**config.mk**
```make
export PLATFORM = sky130hd
export DESIGN_NAME = tilt_eq_biquad_cascade_flat
export DESIGN_NICKNAME = d
export VERILOG_FILES = /design/src/rtl/core/tilteq_pkg.sv /design/src/rtl/core/tilteq_in_if.sv /design/src/rtl/core/tilteq_out_if.sv /design/src/rtl/core/tilteq_mac.sv /design/src/rtl/core/tilteq_hist.sv /design/src/rtl/core/tilt_eq_biquad_cascade.sv /design/src/flat_wrapper.sv
export SDC_FILE = /design/constraint.sdc
export NUM_CORES = 2
export LEC_CHECK = 0
export BUFFER_PORTS_ARGS = -buffer_cell sky130_fd_sc_hd__buf_2
export CORE_UTILIZATION = 64
export CTS_CLUSTER_SIZE = 14
export DETAILED_ROUTE_END_ITERATION = 10
export PLACE_DENSITY = 0.81
export SLEW_MARGIN = 10
export SYNTH_ARGS = -nofsm -noshare
export SYNTH_HDL_FRONTEND = slang
export SYNTH_HIERARCHICAL = 1
export SYNTH_SLANG_ARGS = --single-unit
```
**constraint.sdc**
```tcl
create_clock -name clk -period 17.6 [get_ports clk]
set_input_delay 3.52 -clock clk [delete_from_list [all_inputs] [get_ports clk]]
set_output_delay 3.52 -clock clk [all_outputs]
set_load 0.05 [all_outputs]
```
**src/rtl/core/tilteq_pkg.sv**
```systemverilog
// Package of the tilt equalizer biquad cascade.
// Holds the shared constants, register indexes, state and control types.
// No dependencies.
`default_nettype none
package tilteq_pkg;

  localparam int CH_W      = 3;
  localparam int COEF_W    = 32;
  localparam int NUM_COEFS = 8;
  localparam int CFG_IDX_W = 3;
  localparam int DIGIT_W   = 8;
  localparam int ACC_W     = 64;
  localparam int STEP_W    = 4;

  typedef enum logic [CFG_IDX_W-1:0] {
    REG_LOW_B0  = 3'd0,
    REG_LOW_B1  = 3'd1,
    REG_LOW_B2  = 3'd2,
    REG_HIGH_B0 = 3'd3,
    REG_HIGH_B1 = 3'd4,
    REG_HIGH_B2 = 3'd5,
    REG_POLE_A1 = 3'd6,
    REG_POLE_A2 = 3'd7
  } coef_idx_t;

  typedef enum logic [STEP_W-1:0] {
    STEP_LOW_B0  = 4'd0,
    STEP_LOW_B1  = 4'd1,
    STEP_LOW_B2  = 4'd2,
    STEP_LOW_A1  = 4'd3,
    STEP_LOW_A2  = 4'd4,
    STEP_HIGH_B0 = 4'd5,
    STEP_HIGH_B1 = 4'd6,
    STEP_HIGH_B2 = 4'd7,
    STEP_HIGH_A1 = 4'd8,
    STEP_HIGH_A2 = 4'd9
  } step_t;

  typedef enum logic [1:0] {
    ST_IDLE = 2'd0,
    ST_READ = 2'd1,
    ST_MAC  = 2'd2,
    ST_DONE = 2'd3
  } state_t;

  typedef struct packed {
    logic start;
    logic clear;
  } mac_cmd_t;

endpackage
`default_nettype wire

```
**src/rtl/core/tilteq_in_if.sv**
```systemverilog
// Input channel interface of the tilt equalizer: valid, ready and payload.
// Depends on tilteq_pkg.
`default_nettype none
interface tilteq_in_if #(
  parameter int SAMPLE_BITS = 24
);
  logic                           valid;
  logic                           ready;
  logic [tilteq_pkg::CH_W-1:0]    channel;
  logic signed [SAMPLE_BITS-1:0]  sample_in;

  modport source (output valid, output channel, output sample_in, input ready);
  modport sink   (input valid, input channel, input sample_in, output ready);
endinterface
`default_nettype wire

```
**src/rtl/core/tilteq_out_if.sv**
```systemverilog
// Result channel interface of the tilt equalizer: valid, ready and payload.
// Depends on tilteq_pkg.
`default_nettype none
interface tilteq_out_if #(
  parameter int SAMPLE_BITS = 24
);
  logic                           valid;
  logic                           ready;
  logic [tilteq_pkg::CH_W-1:0]    out_channel;
  logic signed [SAMPLE_BITS-1:0]  sample_out;

  modport source (output valid, output out_channel, output sample_out, input ready);
  modport sink   (input valid, input out_channel, input sample_out, output ready);
endinterface
`default_nettype wire

```
**src/rtl/core/tilteq_mac.sv**
```systemverilog
// Digit-serial multiply-accumulate unit with rounding and saturation.
// Consumes one operand digit per cycle. Depends on tilteq_pkg.
`default_nettype none
module tilteq_mac #(
  parameter int SAMPLE_BITS    = 24,
  parameter int COEF_FRAC_BITS = 26
) (
  input  wire                                  clk,
  input  wire                                  rst_n,
  input  tilteq_pkg::mac_cmd_t                 cmd,
  input  wire signed [tilteq_pkg::COEF_W:0]    coef,
  input  wire signed [SAMPLE_BITS-1:0]         operand,
  output logic                                 done,
  output logic signed [SAMPLE_BITS-1:0]        sat
);
  import tilteq_pkg::*;

  localparam int NDIG  = (SAMPLE_BITS + DIGIT_W - 1) / DIGIT_W;
  localparam int OPW   = NDIG * DIGIT_W;
  localparam int K_W   = (NDIG > 1) ? $clog2(NDIG) : 1;
  localparam int PP_W  = COEF_W + 1 + DIGIT_W + 1;
  localparam logic signed [ACC_W-1:0] SAT_HI =
    ACC_W'((64'sd1 <<< (SAMPLE_BITS - 1)) - 64'sd1);
  localparam logic signed [ACC_W-1:0] SAT_LO = -SAT_HI - ACC_W'(1);
  localparam logic [ACC_W-1:0] RND = ACC_W'(64'd1 << (COEF_FRAC_BITS - 1));
  localparam logic [K_W-1:0] K_LAST = K_W'(NDIG - 1);

  logic                      busy_r, busy_nxt;
  logic                      done_r, done_nxt;
  logic [K_W-1:0]            k_r, k_nxt;
  logic signed [OPW-1:0]     opnd_r, opnd_nxt;
  logic signed [COEF_W:0]    coef_r, coef_nxt;
  logic signed [ACC_W-1:0]   acc_r, acc_nxt;
  logic signed [DIGIT_W:0]   digit;
  logic signed [PP_W-1:0]    pp;
  logic signed [ACC_W-1:0]   term;
  logic signed [ACC_W-1:0]   rnd;
  logic signed [ACC_W-1:0]   shr;

  assign digit = {(k_r == K_LAST) & opnd_r[DIGIT_W-1], opnd_r[DIGIT_W-1:0]};
  assign pp    = coef_r * digit;
  assign term  = ACC_W'(pp) <<< (32'(k_r) * DIGIT_W);

  always_comb begin
    busy_nxt = busy_r;
    done_nxt = 1'b0;
    k_nxt    = k_r;
    opnd_nxt = opnd_r;
    coef_nxt = coef_r;
    acc_nxt  = acc_r;
    if (cmd.start) begin
      busy_nxt = 1'b1;
      k_nxt    = '0;
      opnd_nxt = OPW'(operand);
      coef_nxt = coef;
      if (cmd.clear) begin
        acc_nxt = '0;
      end
    end else if (busy_r) begin
      acc_nxt  = acc_r + term;
      opnd_nxt = opnd_r >>> DIGIT_W;
      k_nxt    = k_r + K_W'(1);
      if (k_r == K_LAST) begin
        busy_nxt = 1'b0;
        done_nxt = 1'b1;
      end
    end
  end

  always_ff @(posedge clk) begin
    if (!rst_n) begin
      busy_r <= 1'b0;
      done_r <= 1'b0;
      k_r    <= '0;
    end else begin
      busy_r <= busy_nxt;
      done_r <= done_nxt;
      k_r    <= k_nxt;
    end
    opnd_r <= opnd_nxt;
    coef_r <= coef_nxt;
    acc_r  <= acc_nxt;
  end

  always_comb begin
    rnd = acc_r + RND;
    shr = rnd >>> COEF_FRAC_BITS;
    if (shr > SAT_HI) begin
      sat = SAT_HI[SAMPLE_BITS-1:0];
    end else if (shr < SAT_LO) begin
      sat = SAT_LO[SAMPLE_BITS-1:0];
    end else begin
      sat = shr[SAMPLE_BITS-1:0];
    end
  end

  assign done = done_r;

endmodule
`default_nettype wire

```
**src/rtl/core/tilteq_hist.sv**
```systemverilog
// Per-channel filter history memory with registered read.
// Entries that were never written read as zero. Depends on tilteq_pkg.
`default_nettype none
module tilteq_hist #(
  parameter int MAX_CHANNELS = 8,
  parameter int WORD_W       = 144
) (
  input  wire                     clk,
  input  wire                     rst_n,
  input  wire                     rd_en,
  input  wire [((MAX_CHANNELS > 1) ? $clog2(MAX_CHANNELS) : 1)-1:0] rd_addr,
  output logic [WORD_W-1:0]       rd_data,
  input  wire                     wr_en,
  input  wire [((MAX_CHANNELS > 1) ? $clog2(MAX_CHANNELS) : 1)-1:0] wr_addr,
  input  wire [WORD_W-1:0]        wr_data
);
  import tilteq_pkg::*;

  logic [WORD_W-1:0]       mem [MAX_CHANNELS];
  logic [MAX_CHANNELS-1:0] valid_r;
  logic [WORD_W-1:0]       rd_word_r;
  logic                    rd_vld_r;

  always_ff @(posedge clk) begin
    if (wr_en) begin
      mem[wr_addr] <= wr_data;
    end
    if (rd_en) begin
      rd_word_r <= mem[rd_addr];
    end
  end

  always_ff @(posedge clk) begin
    if (!rst_n) begin
      valid_r  <= '0;
      rd_vld_r <= 1'b0;
    end else begin
      if (wr_en) begin
        valid_r[wr_addr] <= 1'b1;
      end
      if (rd_en) begin
        rd_vld_r <= valid_r[rd_addr];
      end
    end
  end

  assign rd_data = rd_vld_r ? rd_word_r : '0;

endmodule
`default_nettype wire

```
**src/rtl/core/tilt_eq_biquad_cascade.sv**
```systemverilog
// Tilt equalizer: low-shelf then high-shelf direct-form-I biquad per channel.
// Each transaction's products are formed one after another by the single shared 8-bit
// digit-serial multiply-accumulate unit. One transaction is processed at a time;
// a channel out of range skips the filter and its sample is returned unchanged.
// Synchronous active-low reset restores coefficient defaults and zero histories.
`default_nettype none
module tilt_eq_biquad_cascade #(
  parameter int MAX_CHANNELS   = 8,
  parameter int SAMPLE_BITS    = 24,
  parameter int COEF_FRAC_BITS = 26
) (
  input  wire                                   clk,
  input  wire                                   rst_n,
  tilteq_in_if.sink                             in_bus,
  tilteq_out_if.source                          out_bus,
  input  wire                                   cfg_we,
  input  wire [tilteq_pkg::CFG_IDX_W-1:0]       cfg_index,
  input  wire [tilteq_pkg::COEF_W-1:0]          cfg_data
);
  import tilteq_pkg::*;

  localparam int CH_IDX_W = (MAX_CHANNELS > 1) ? $clog2(MAX_CHANNELS) : 1;
  localparam int SB       = SAMPLE_BITS;
  localparam int WORD_W   = 6 * SB;
  localparam logic [COEF_W-1:0] COEF_ONE = COEF_W'(64'd1 << COEF_FRAC_BITS);

  logic [COEF_W-1:0] coef_r [NUM_COEFS];

  state_t                 state_r, state_nxt;
  step_t                  step_r, step_nxt, step_next;
  logic [CH_W-1:0]        ch_r;
  logic signed [SB-1:0]   x_r, m_r, y_r;
  logic                   out_valid_r;
  logic [CH_W-1:0]        out_ch_r;
  logic signed [SB-1:0]   out_sample_r;

  logic                   accept, in_range, out_load, last_done;
  mac_cmd_t               mac_cmd;
  logic                   mac_start, mac_clear;
  logic signed [COEF_W:0] mac_coef;
  logic signed [SB-1:0]   mac_opnd;
  logic                   mac_done;
  logic signed [SB-1:0]   mac_sat;
  logic [WORD_W-1:0]      hist_rd, hist_wr;
  logic                   hist_we;
  logic signed [SB-1:0]   h_in1, h_in2, h_mid1, h_mid2, h_out1, h_out2;

  always_ff @(posedge clk) begin
    if (!rst_n) begin
      for (int i = 0; i < NUM_COEFS; i++) begin
        coef_r[i] <= '0;
      end
      coef_r[REG_LOW_B0]  <= COEF_ONE;
      coef_r[REG_HIGH_B0] <= COEF_ONE;
    end else if (cfg_we) begin
      coef_r[cfg_index] <= cfg_data;
    end
  end

  assign accept    = in_bus.valid && in_bus.ready;
  assign in_range  = 32'(in_bus.channel) < MAX_CHANNELS;
  assign out_load  = (state_r == ST_DONE) && (!out_valid_r || out_bus.ready);
  assign last_done = (state_r == ST_MAC) && mac_done && (step_r == STEP_HIGH_A2);

  assign {h_out2, h_out1, h_mid2, h_mid1, h_in2, h_in1} = hist_rd;
  assign hist_wr = {h_out1, mac_sat, h_mid1, m_r, h_in1, x_r};
  assign hist_we = last_done;

  always_comb begin
    state_nxt = state_r;
    unique case (state_r)
      ST_IDLE: begin
        if (accept) begin
          state_nxt = in_range ? ST_READ : ST_DONE;
        end
      end
      ST_READ: state_nxt = ST_MAC;
      ST_MAC: begin
        if (last_done) begin
          state_nxt = ST_DONE;
        end
      end
      ST_DONE: begin
        if (out_load) begin
          state_nxt = ST_IDLE;
        end
      end
      default: state_nxt = ST_IDLE;
    endcase
  end

  always_comb begin
    in_bus.ready = 1'b0;
    mac_start    = 1'b0;
    unique case (state_r)
      ST_IDLE: in_bus.ready = 1'b1;
      ST_READ: mac_start    = 1'b1;
      ST_MAC:  mac_start    = mac_done && (step_r != STEP_HIGH_A2);
      ST_DONE: in_bus.ready = 1'b0;
      default: in_bus.ready = 1'b0;
    endcase
  end

  assign step_next = (state_r == ST_READ) ? STEP_LOW_B0 : step_t'(step_r + 4'd1);
  assign mac_clear = (step_next == STEP_LOW_B0) || (step_next == STEP_HIGH_B0);
  assign mac_cmd   = '{start: mac_start, clear: mac_clear};

  always_comb begin
    mac_coef = '0;
    mac_opnd = '0;
    case (step_next)
      STEP_LOW_B0: begin
        mac_coef = {coef_r[REG_LOW_B0][COEF_W-1], coef_r[REG_LOW_B0]};
        mac_opnd = x_r;
      end
      STEP_LOW_B1: begin
        mac_coef = {coef_r[REG_LOW_B1][COEF_W-1], coef_r[REG_LOW_B1]};
        mac_opnd = h_in1;
      end
      STEP_LOW_B2: begin
        mac_coef = {coef_r[REG_LOW_B2][COEF_W-1], coef_r[REG_LOW_B2]};
        mac_opnd = h_in2;
      end
      STEP_LOW_A1: begin
        mac_coef = -$signed({coef_r[REG_POLE_A1][COEF_W-1], coef_r[REG_POLE_A1]});
        mac_opnd = h_mid1;
      end
      STEP_LOW_A2: begin
        mac_coef = -$signed({coef_r[REG_POLE_A2][COEF_W-1], coef_r[REG_POLE_A2]});
        mac_opnd = h_mid2;
      end
      STEP_HIGH_B0: begin
        mac_coef = {coef_r[REG_HIGH_B0][COEF_W-1], coef_r[REG_HIGH_B0]};
        mac_opnd = mac_sat;
      end
      STEP_HIGH_B1: begin
        mac_coef = {coef_r[REG_HIGH_B1][COEF_W-1], coef_r[REG_HIGH_B1]};
        mac_opnd = h_mid1;
      end
      STEP_HIGH_B2: begin
        mac_coef = {coef_r[REG_HIGH_B2][COEF_W-1], coef_r[REG_HIGH_B2]};
        mac_opnd = h_mid2;
      end
      STEP_HIGH_A1: begin
        mac_coef = -$signed({coef_r[REG_POLE_A1][COEF_W-1], coef_r[REG_POLE_A1]});
        mac_opnd = h_out1;
      end
      STEP_HIGH_A2: begin
        mac_coef = -$signed({coef_r[REG_POLE_A2][COEF_W-1], coef_r[REG_POLE_A2]});
        mac_opnd = h_out2;
      end
      default: begin
        mac_coef = '0;
        mac_opnd = '0;
      end
    endcase
  end

  always_comb begin
    step_nxt = step_r;
    if (state_r == ST_READ) begin
      step_nxt = STEP_LOW_B0;
    end else if (state_r == ST_MAC && mac_done && step_r != STEP_HIGH_A2) begin
      step_nxt = step_next;
    end
  end

  always_ff @(posedge clk) begin
    if (!rst_n) begin
      state_r     <= ST_IDLE;
      step_r      <= STEP_LOW_B0;
      out_valid_r <= 1'b0;
    end else begin
      state_r <= state_nxt;
      step_r  <= step_nxt;
      if (out_load) begin
        out_valid_r <= 1'b1;
      end else if (out_bus.ready) begin
        out_valid_r <= 1'b0;
      end
    end
    if (accept) begin
      ch_r <= in_bus.channel;
      x_r  <= in_bus.sample_in;
      y_r  <= in_bus.sample_in;
    end
    if (state_r == ST_MAC && mac_done && step_r == STEP_LOW_A2) begin
      m_r <= mac_sat;
    end
    if (last_done) begin
      y_r <= mac_sat;
    end
    if (out_load) begin
      out_ch_r     <= ch_r;
      out_sample_r <= y_r;
    end
  end

  assign out_bus.valid       = out_valid_r;
  assign out_bus.out_channel = out_ch_r;
  assign out_bus.sample_out  = out_sample_r;

  tilteq_mac #(
    .SAMPLE_BITS    (SAMPLE_BITS),
    .COEF_FRAC_BITS (COEF_FRAC_BITS)
  ) u_mac (
    .clk     (clk),
    .rst_n   (rst_n),
    .cmd     (mac_cmd),
    .coef    (mac_coef),
    .operand (mac_opnd),
    .done    (mac_done),
    .sat     (mac_sat)
  );

  tilteq_hist #(
    .MAX_CHANNELS (MAX_CHANNELS),
    .WORD_W       (WORD_W)
  ) u_hist (
    .clk     (clk),
    .rst_n   (rst_n),
    .rd_en   (accept),
    .rd_addr (CH_IDX_W'(in_bus.channel)),
    .rd_data (hist_rd),
    .wr_en   (hist_we),
    .wr_addr (CH_IDX_W'(ch_r)),
    .wr_data (hist_wr)
  );

  a_done_in_mac: assert property (@(posedge clk) disable iff (!rst_n)
    mac_done |-> state_r == ST_MAC)
    else $error("MAC completion outside the MAC state");

  a_hist_last: assert property (@(posedge clk) disable iff (!rst_n)
    hist_we |-> (step_r == STEP_HIGH_A2 && state_r == ST_MAC))
    else $error("History written before the last product");

  a_out_load: assert property (@(posedge clk) disable iff (!rst_n)
    out_load |=> (out_valid_r && state_r == ST_IDLE))
    else $error("Result register not loaded on completion");

endmodule
`default_nettype wire

```
**src/flat_wrapper.sv**
```systemverilog
// flat-port wrapper written by rule: the top's interface ports become plain ports
module tilt_eq_biquad_cascade_flat import tilteq_pkg::*;
#(
  parameter int MAX_CHANNELS   = 8,
  parameter int SAMPLE_BITS    = 24,
  parameter int COEF_FRAC_BITS = 26
)
  (clk, rst_n, cfg_we, cfg_index, cfg_data, in_bus_valid, in_bus_channel, in_bus_sample_in, in_bus_ready, out_bus_valid, out_bus_out_channel, out_bus_sample_out, out_bus_ready);
  tilteq_in_if #(.SAMPLE_BITS(SAMPLE_BITS)) in_bus_i ();
  tilteq_out_if #(.SAMPLE_BITS(SAMPLE_BITS)) out_bus_i ();
  input  wire clk;
  input  wire rst_n;
  input  wire cfg_we;
  input  wire [tilteq_pkg::CFG_IDX_W-1:0] cfg_index;
  input  wire [tilteq_pkg::COEF_W-1:0] cfg_data;
  input wire logic [$bits(in_bus_i.valid)-1:0] in_bus_valid;
  input wire logic [$bits(in_bus_i.channel)-1:0] in_bus_channel;
  input wire logic [$bits(in_bus_i.sample_in)-1:0] in_bus_sample_in;
  output wire logic [$bits(in_bus_i.ready)-1:0] in_bus_ready;
  output wire logic [$bits(out_bus_i.valid)-1:0] out_bus_valid;
  output wire logic [$bits(out_bus_i.out_channel)-1:0] out_bus_out_channel;
  output wire logic [$bits(out_bus_i.sample_out)-1:0] out_bus_sample_out;
  input wire logic [$bits(out_bus_i.ready)-1:0] out_bus_ready;
  assign in_bus_i.valid = in_bus_valid;
  assign in_bus_i.channel = in_bus_channel;
  assign in_bus_i.sample_in = in_bus_sample_in;
  assign in_bus_ready = in_bus_i.ready;
  assign out_bus_valid = out_bus_i.valid;
  assign out_bus_out_channel = out_bus_i.out_channel;
  assign out_bus_sample_out = out_bus_i.sample_out;
  assign out_bus_i.ready = out_bus_ready;
  tilt_eq_biquad_cascade #(.MAX_CHANNELS(MAX_CHANNELS), .SAMPLE_BITS(SAMPLE_BITS), .COEF_FRAC_BITS(COEF_FRAC_BITS)) u_core (.clk(clk), .rst_n(rst_n), .in_bus(in_bus_i), .out_bus(out_bus_i), .cfg_we(cfg_we), .cfg_index(cfg_index), .cfg_data(cfg_data));
endmodule
```
Word-level counts from Yosys, hierarchy flattened. Memories as Yosys holds them, arrays and structs flattened. A register that Yosys moved wholly into a read port is not among the register bits. Index checks and enable logic that the tools add are counted.

Bits in registers: 243. Memory bits (writable): 1408. Input port bits: 67. Word-level logic and storage cells: 125. Memories kept: 2.

Memory list: u_core.u_hist.mem (depth 8, bits a word 144, rd ports 1, clocked after memory_dff 1, write ports 1, RTL line tilteq_hist.sv:19) `logic [WORD_W-1:0] mem [MAX_CHANNELS];`; u_core.coef_r (depth 8, bits a word 32, rd ports 8, clocked after memory_dff 0, write ports 8, RTL line tilt_eq_biquad_cascade.sv:27) `logic [COEF_W-1:0] coef_r [NUM_COEFS];`.

$add $sub $neg: 6. Multiply operators: 1. Magnitude comparators: 5. Eq/ne operators: 20. Shifts and indexed selects: 1. Multiplexer cells: 40. Bitwise logic cells: 6. Reductions and logical operators: 26.

Operators by type and width (number): 33-bit case mux with 8 select lines (1); 64-bit two-way mux (3); 24-bit case mux with 8 select lines (1); 144-bit two-way mux (1); 24-bit two-way mux (5); 32-bit two-way mux (3); 32-bit negator with 33-bit output (2); 64-bit by 26-bit adder with 64-bit output, second input constant (1); 64-bit adder (1); 42-bit by 5-bit <<< shifter with 64-bit output (1); 33-bit by 9-bit multiplier with 42-bit output (1); 38-bit by 24-bit > comparator with 1-bit output, second input constant (1); 38-bit by 24-bit less-than comparator with 1-bit output, second input constant (1); 32-bit OR reduction (1); 23-bit two-way mux (1); 4-bit by 3-bit equality test with 1-bit output, second input constant (5); 1-bit two-way mux (16); 4-bit equality test, second input constant (3); 2-bit OR reduction (6); 4-bit by 2-bit equality test with 1-bit output, second input constant (2); 1-bit logical AND (8); 3-bit by 4-bit less-than comparator with 1-bit output, second input constant (2); 8-bit OR (1); 2-bit case mux with 4 select lines (1); other kinds (26) (37).

Depth between registers and ports, before layout.
Word-level depth: 7. Gate-level depth with buffers: 38. Mapped depth without buffers: 34.

By module. Netlist, hierarchy kept.

By module, submodules not included: tilteq_hist (instances 1, cells each 2007, area an instance 48939.4 µm², sequential area each 39097.5 µm²); tilteq_mac (instances 1, cells each 2262, area an instance 20265.7 µm², sequential area each 3713.6 µm²); tilt_eq_biquad_cascade (instances 1, cells each 1402, area an instance 16951.3 µm², sequential area each 10890.4 µm²).

Least setup slack after synthesis. Ideal clock, no wire load.

Path kind: reg-to-reg. Start point: register u_core.state_r[0]. End point: memory u_core.u_hist.mem[4][0] (enable). Setup time: 0.826 ns. Data arrival time: 11.671 ns. Required time: 16.774 ns. Path slack: 5.103 ns. Cell stages (with the launch flop): 8. Clock period less this slack: 12.497 ns. Cells stage by stage: dfxtp_1 > inv_1 > ha_1 > nand2_1 > nor3_1 > clkbuf_1 > nand2_1 > nor3_1.

Word-level cells in the longest chain between the ends: 5.

Ends and longest elaborated chain: from (decl) (RTL line tilt_eq_biquad_cascade.sv:29) `state_t state_r, state_nxt;`; from (signal assigned) (RTL line tilt_eq_biquad_cascade.sv:174) `state_r <= state_nxt;`; 2-bit equality test (RTL line tilt_eq_biquad_cascade.sv:63) `assign last_done = (state_r == ST_MAC) && mac_done && (step_r == STEP_HIGH_A2);`; 1-bit logical AND (2 in series) (RTL line tilt_eq_biquad_cascade.sv:63); via u_core.hist_we (RTL line tilt_eq_biquad_cascade.sv:45) `logic hist_we;`; 1-bit two-way mux (RTL line tilteq_hist.sv:25) `if (wr_en) begin`; 1-bit two-way mux (not written as such) (RTL line tilteq_hist.sv:26) `mem[wr_addr] <= wr_data;`; to (decl) (RTL line tilteq_hist.sv:19).

The timed path passes the listed nets, and every way through them passes these cells.

Final worst setup path.
Start point: register u_core.u_mac.k_r[0]. End point: register u_core.u_mac.acc_r[63] (data pin).

Word-level cells in the longest chain between the ends: 7.

Ends and longest elaborated chain: from (decl) (RTL line tilteq_mac.sv:30) `logic [K_W-1:0] k_r, k_nxt;`; from (signal assigned) (RTL line tilteq_mac.sv:78) `k_r <= k_nxt;`; 2-bit equality test (RTL line tilteq_mac.sv:40) `assign digit = {(k_r == K_LAST) & opnd_r[DIGIT_W-1], opnd_r[DIGIT_W-1:0]};`; 1-bit bitwise AND (RTL line tilteq_mac.sv:40); 33-bit by 9-bit multiplier with 42-bit output (RTL line tilteq_mac.sv:41) `assign pp = coef_r * digit;`; 42-bit by 5-bit <<< shifter with 64-bit output * (RTL line tilteq_mac.sv:42) `assign term = ACC_W'(pp) <<< (32'(k_r) * DIGIT_W);`; 64-bit adder * (RTL line tilteq_mac.sv:60) `acc_nxt = acc_r + term;`; 64-bit two-way mux * (RTL line tilteq_mac.sv:59) `end else if (busy_r) begin`; 64-bit two-way mux * (RTL line tilteq_mac.sv:51) `if (cmd.start) begin`; to (signal assigned) (RTL line tilteq_mac.sv:82) `acc_r <= acc_nxt;`; to (decl) (RTL line tilteq_mac.sv:33) `logic signed [ACC_W-1:0] acc_r, acc_nxt;`.

Mark *: on every way between the ends. The rest lies on a longest branch, timed or not. The select of a mux whose other input is x is not followed. A chain may end at the register's enable or synchronous reset.

==> metrics.yaml <==
drt:
  vias_after_detailed_routing: 52243
  wirelength_um: 227000
  vias_per_cell: 6.82
  dr.pass1.iters: 9
  remaining_drc_errors: 0
  final_antenna_net_count: 0
  detail_route.wl_per_cell_um: 29.6
  detailedRoute.firstIterationViolations: 6871
sta:
  slew_headroom_pct: 16.3
  worst_pin_slew_ps: 1250
  period_minus_slack_ps: 10240
  rsz0062_at_grt: "false"
  report.final.slew_viol_count: 0
  timing.final.crit_share_pct: 58.2
  top_achievable_clock_speed_ghz: 0.0976
  final_hold_viol_count: 0
  fin_worst_hold_slack_ps: 418
  setup_tns_ps: 0
  finalClockSkew_ps: 79.8
  finalSetupViolations: 0
worst_setup_path:
  timing.critical_path.from: "u_core/u_mac/k_r[0]"
  critical_path.reg2reg.startpoint: "u_core/u_mac/k_r[0]"
  setup.worst_path.class: "reg2reg"
  worst_setup_path_endpoint: "u_core/u_mac/acc_r[63]"
  critical_path.endpoint_type: "register"
  cp_data_required_time_ps: 18220
  startpoint_types: "register"
  crit_fanout: 43
  reg2regPathDepth: 35
  max_stage_delay_ps: 500
  timing.rr.end: "u_core/u_mac/acc_r[63]"
  reg2reg_setup_slack_ps: 7360
  critical_path_arrival_ps: 10870
  slowest_cell_on_the_critical_path: "sky130_fd_sc_hd__fa_1"
  path_common_cell: "sky130_fd_sc_hd__fa_1"
synth:
  synthesized_area_fraction_occupied_by_ao_oa_aoi_and_oai_cells_pct: 5.83
  synth_top_cell_area_share_pct: 61.9
  synthFlopType: "sky130_fd_sc_hd__edfxtp_1"
  synth-xor-area-share_pct: 1.72
  synth_enable_flop_cells: 1775
  synth_cells: 5671
  synthesis.area_um2: 86200
  synthesis.nets: 6138
  ys.warnings.count: 6
  synthesis.area_per_instance_um2: 15.2
  postSynthRegisterBits: 1795
  synth_fa_ha_area_share_pct: 7.89
  async_flop_share_pct: 0
  seq_area_frac_synth_pct: 62.3
  ys_types: 104
  synth_top_family_by_area: "multiplexers"
  synth_mux_area_share_pct: 10.8
  cell_accounting_for_the_most_synthesized_area: "sky130_fd_sc_hd__edfxtp_1"
  synth.top_cells.by_area: "sky130_fd_sc_hd__edfxtp_1 62%, sky130_fd_sc_hd__mux4_2 7.6%, sky130_fd_sc_hd__fa_1 5.6%, sky130_fd_sc_hd__and2_1 2.6%, sky130_fd_sc_hd__mux2_2 2.5%"
  synthSimpleGateAreaFrac_pct: 8.72
clocking:
  clock_path_buffers: 3
  cts_max_level: 4
  clkTransAtPathRegs_ps: 60
  tritoncts: "built"
  post_cts.resized_instances: 0
  cts.repair_timing.setup_buffer_count: 0
  cts_sinks: 1795
  ctsRootBufferMaster: "sky130_fd_sc_hd__clkbuf_16"
  cts_made_buffers: 173
  quantity_of_hold_fixing_buffers_added_after_cts: 0
  clk_latency_ps: 820
floorplan:
  fp_rows: 134
  die_height_um: 369
  dieWidth_um: 369
  dieArea_um2: 136000
  ios: 96
  start_util_pct: 64.6
  core_region_area_um2: 133000
place:
  detailedPlacementHpwl_um: 132000
  place_congestion: 0.922
  io_buffers: 95
finish:
  post_route_cells_drive_above_1_share_pct: 17.4
  net_count_of_the_finished_layout: 6226
  area.growth.synth_to_final_pct: 8.98
flow_run:
  max-cap-violations: 0
grt:
  global_route_wire_length_before_repair_um: 338000
  globalRouteOverflowTotal: 0
  grt_use_total_pct: 33.7
  first_global_vias: 52648
  antenna_found_initial: 6
  grt_start_max_net_pins: 123
status:
  status: "completed"
hold_path:
  hold_class: "reg2reg"
critical path: cells and delay by family, from the launching register on:
kind	cells	cell delay, ps
buffers and inverters	6	1330
AOI/OAI and AO/OA	16	3850
and+or+nand+nor	3	620
muxes	2	420
adders and majority gates	8	3540
DFF	1	300
state kept, by name, indices dropped and copies added (netlist names):
name,cells
u_core/out_bus.sample_out,24
u_core/y_r,24
u_core/m_r,24
u_core/x_r,24
u_core/out_bus.out_channel,3
u_core/u_mac/coef_r,33
u_core/u_hist/rd_vld_r,1
u_core/coef_r,256
u_core/u_mac/k_r,2
u_core/step_r,4
u_core/out_bus.valid,1
u_core/u_mac/done,1
u_core/state_r,2
u_core/u_hist/mem,1152
u_core/u_hist/rd_word_r,144
u_core/u_mac/acc_r,64
u_core/u_hist/valid_r,8
u_core/ch_r,3
u_core/u_mac/opnd_r,24
u_core/u_mac/busy_r,1
cells in the mapped netlist, types with 21 or more instances:
master and number:
sky130_fd_sc_hd__edfxtp_1 1775, sky130_fd_sc_hd__a21oi_1 159, sky130_fd_sc_hd__inv_1 254, sky130_fd_sc_hd__mux4_2 292
sky130_fd_sc_hd__a22oi_1 122, sky130_fd_sc_hd__a221oi_1 38, sky130_fd_sc_hd__nand2b_1 23, sky130_fd_sc_hd__and3_1 22
sky130_fd_sc_hd__xnor2_1 90, sky130_fd_sc_hd__and2_1 360, sky130_fd_sc_hd__o22ai_1 29, sky130_fd_sc_hd__a21o_1 59
sky130_fd_sc_hd__nand2_1 333, sky130_fd_sc_hd__nor2b_1 26, sky130_fd_sc_hd__nor3_1 53, sky130_fd_sc_hd__clkbuf_1 197
sky130_fd_sc_hd__o21ai_0 94, sky130_fd_sc_hd__fa_1 239, sky130_fd_sc_hd__buf_6 36, sky130_fd_sc_hd__nand3_1 81
sky130_fd_sc_hd__a31oi_1 21, sky130_fd_sc_hd__buf_2 36, sky130_fd_sc_hd__ha_1 161, sky130_fd_sc_hd__mux2i_1 57
sky130_fd_sc_hd__xor2_1 79, sky130_fd_sc_hd__o21a_1 23, sky130_fd_sc_hd__nand4_1 30, sky130_fd_sc_hd__mux2_2 189
sky130_fd_sc_hd__nor2_1 454
metrics by stage:
step,std cells,instance area (µm²),utilization [%],setup WS (ps)
after floorplan,5671,86200,-,5100
after global placement,7352,88500,66.3,7560
after detailed placement,7352,88500,66.3,7480
after CTS,7663,93900,70.3,7410
after global routing,7663,93900,70.3,6880
final,7665,93900,70.4,7360
worst min path at each step:
stage                   startpoint                       endpoint  cells past startpoint  slack [ps]
finish              u_core/y_r[20]  u_core/out_bus.sample_out[20]                      0         420
global route        u_core/y_r[18]  u_core/out_bus.sample_out[18]                      0         420
CTS                 u_core/y_r[20]  u_core/out_bus.sample_out[20]                      0         420
detailed placement   u_core/y_r[1]   u_core/out_bus.sample_out[1]                      0         400
global placement    u_core/y_r[10]  u_core/out_bus.sample_out[10]                      0         400
floorplan            u_core/y_r[0]   u_core/out_bus.sample_out[0]                      0         400
cell type report:
cell class	count	area, µm²
Clock buffer	227	4600
Inverter	255	957
Antenna cell	2	5.00
Tap cell	1768	2210
Timing Repair Buffer	199	1320
Fill cell	8064	39600
Clock inverter	84	821
Multi-Input combinational cell	3335	30300
Sequential cell	1795	53700
cells in the final DEF, fill, tap and decap left out, types with 48 or more instances in the layout:
cell / netlist / final
sky130_fd_sc_hd__and2_1: 360 / 356
sky130_fd_sc_hd__xor2_1: 79 / 79
sky130_fd_sc_hd__buf_2: 36 / 92
sky130_fd_sc_hd__o21ai_0: 94 / 93
sky130_fd_sc_hd__clkbuf_1: 197 / 49
sky130_fd_sc_hd__mux2_2: 189 / 189
sky130_fd_sc_hd__ha_1: 161 / 161
sky130_fd_sc_hd__a22oi_1: 122 / 122
sky130_fd_sc_hd__mux4_2: 292 / 292
sky130_fd_sc_hd__edfxtp_1: 1775 / 1775
sky130_fd_sc_hd__clkbuf_16: 0 / 175
sky130_fd_sc_hd__xnor2_1: 90 / 90
sky130_fd_sc_hd__mux2i_1: 57 / 57
sky130_fd_sc_hd__a21o_1: 59 / 59
sky130_fd_sc_hd__nand3_1: 81 / 81
sky130_fd_sc_hd__buf_4: 2 / 101
sky130_fd_sc_hd__nor2_1: 454 / 443
sky130_fd_sc_hd__nor3_1: 53 / 48
sky130_fd_sc_hd__nand2_1: 333 / 332
sky130_fd_sc_hd__inv_1: 254 / 253
sky130_fd_sc_hd__fa_1: 239 / 239
sky130_fd_sc_hd__a21oi_1: 159 / 157
cells by family (layout without fill, tap and decap cells):
family          after synthesis  count (layout)
compound gates              727             727
xor+xnor                    169             169
fa+ha+maj                   400             400
buf+inv                     541             765
flops                      1795            1795
mux                         538             538
other cells                   0               2
simple gates               1501            1501
metal layers:
metal | global-route usage, % | vias up | share of wire (%)
met4 | 13.6 | 6 | 4.2
met5 | 0 | - | 0.018
li1 | - | 21561 | -
met2 | 53.6 | 3887 | 47
met3 | 6.83 | 631 | 12
met1 | 46.1 | 26158 | 36
Power is not shown: default switching activity piles up to over one toggle a cycle in this logic, so the estimate is an artifact.
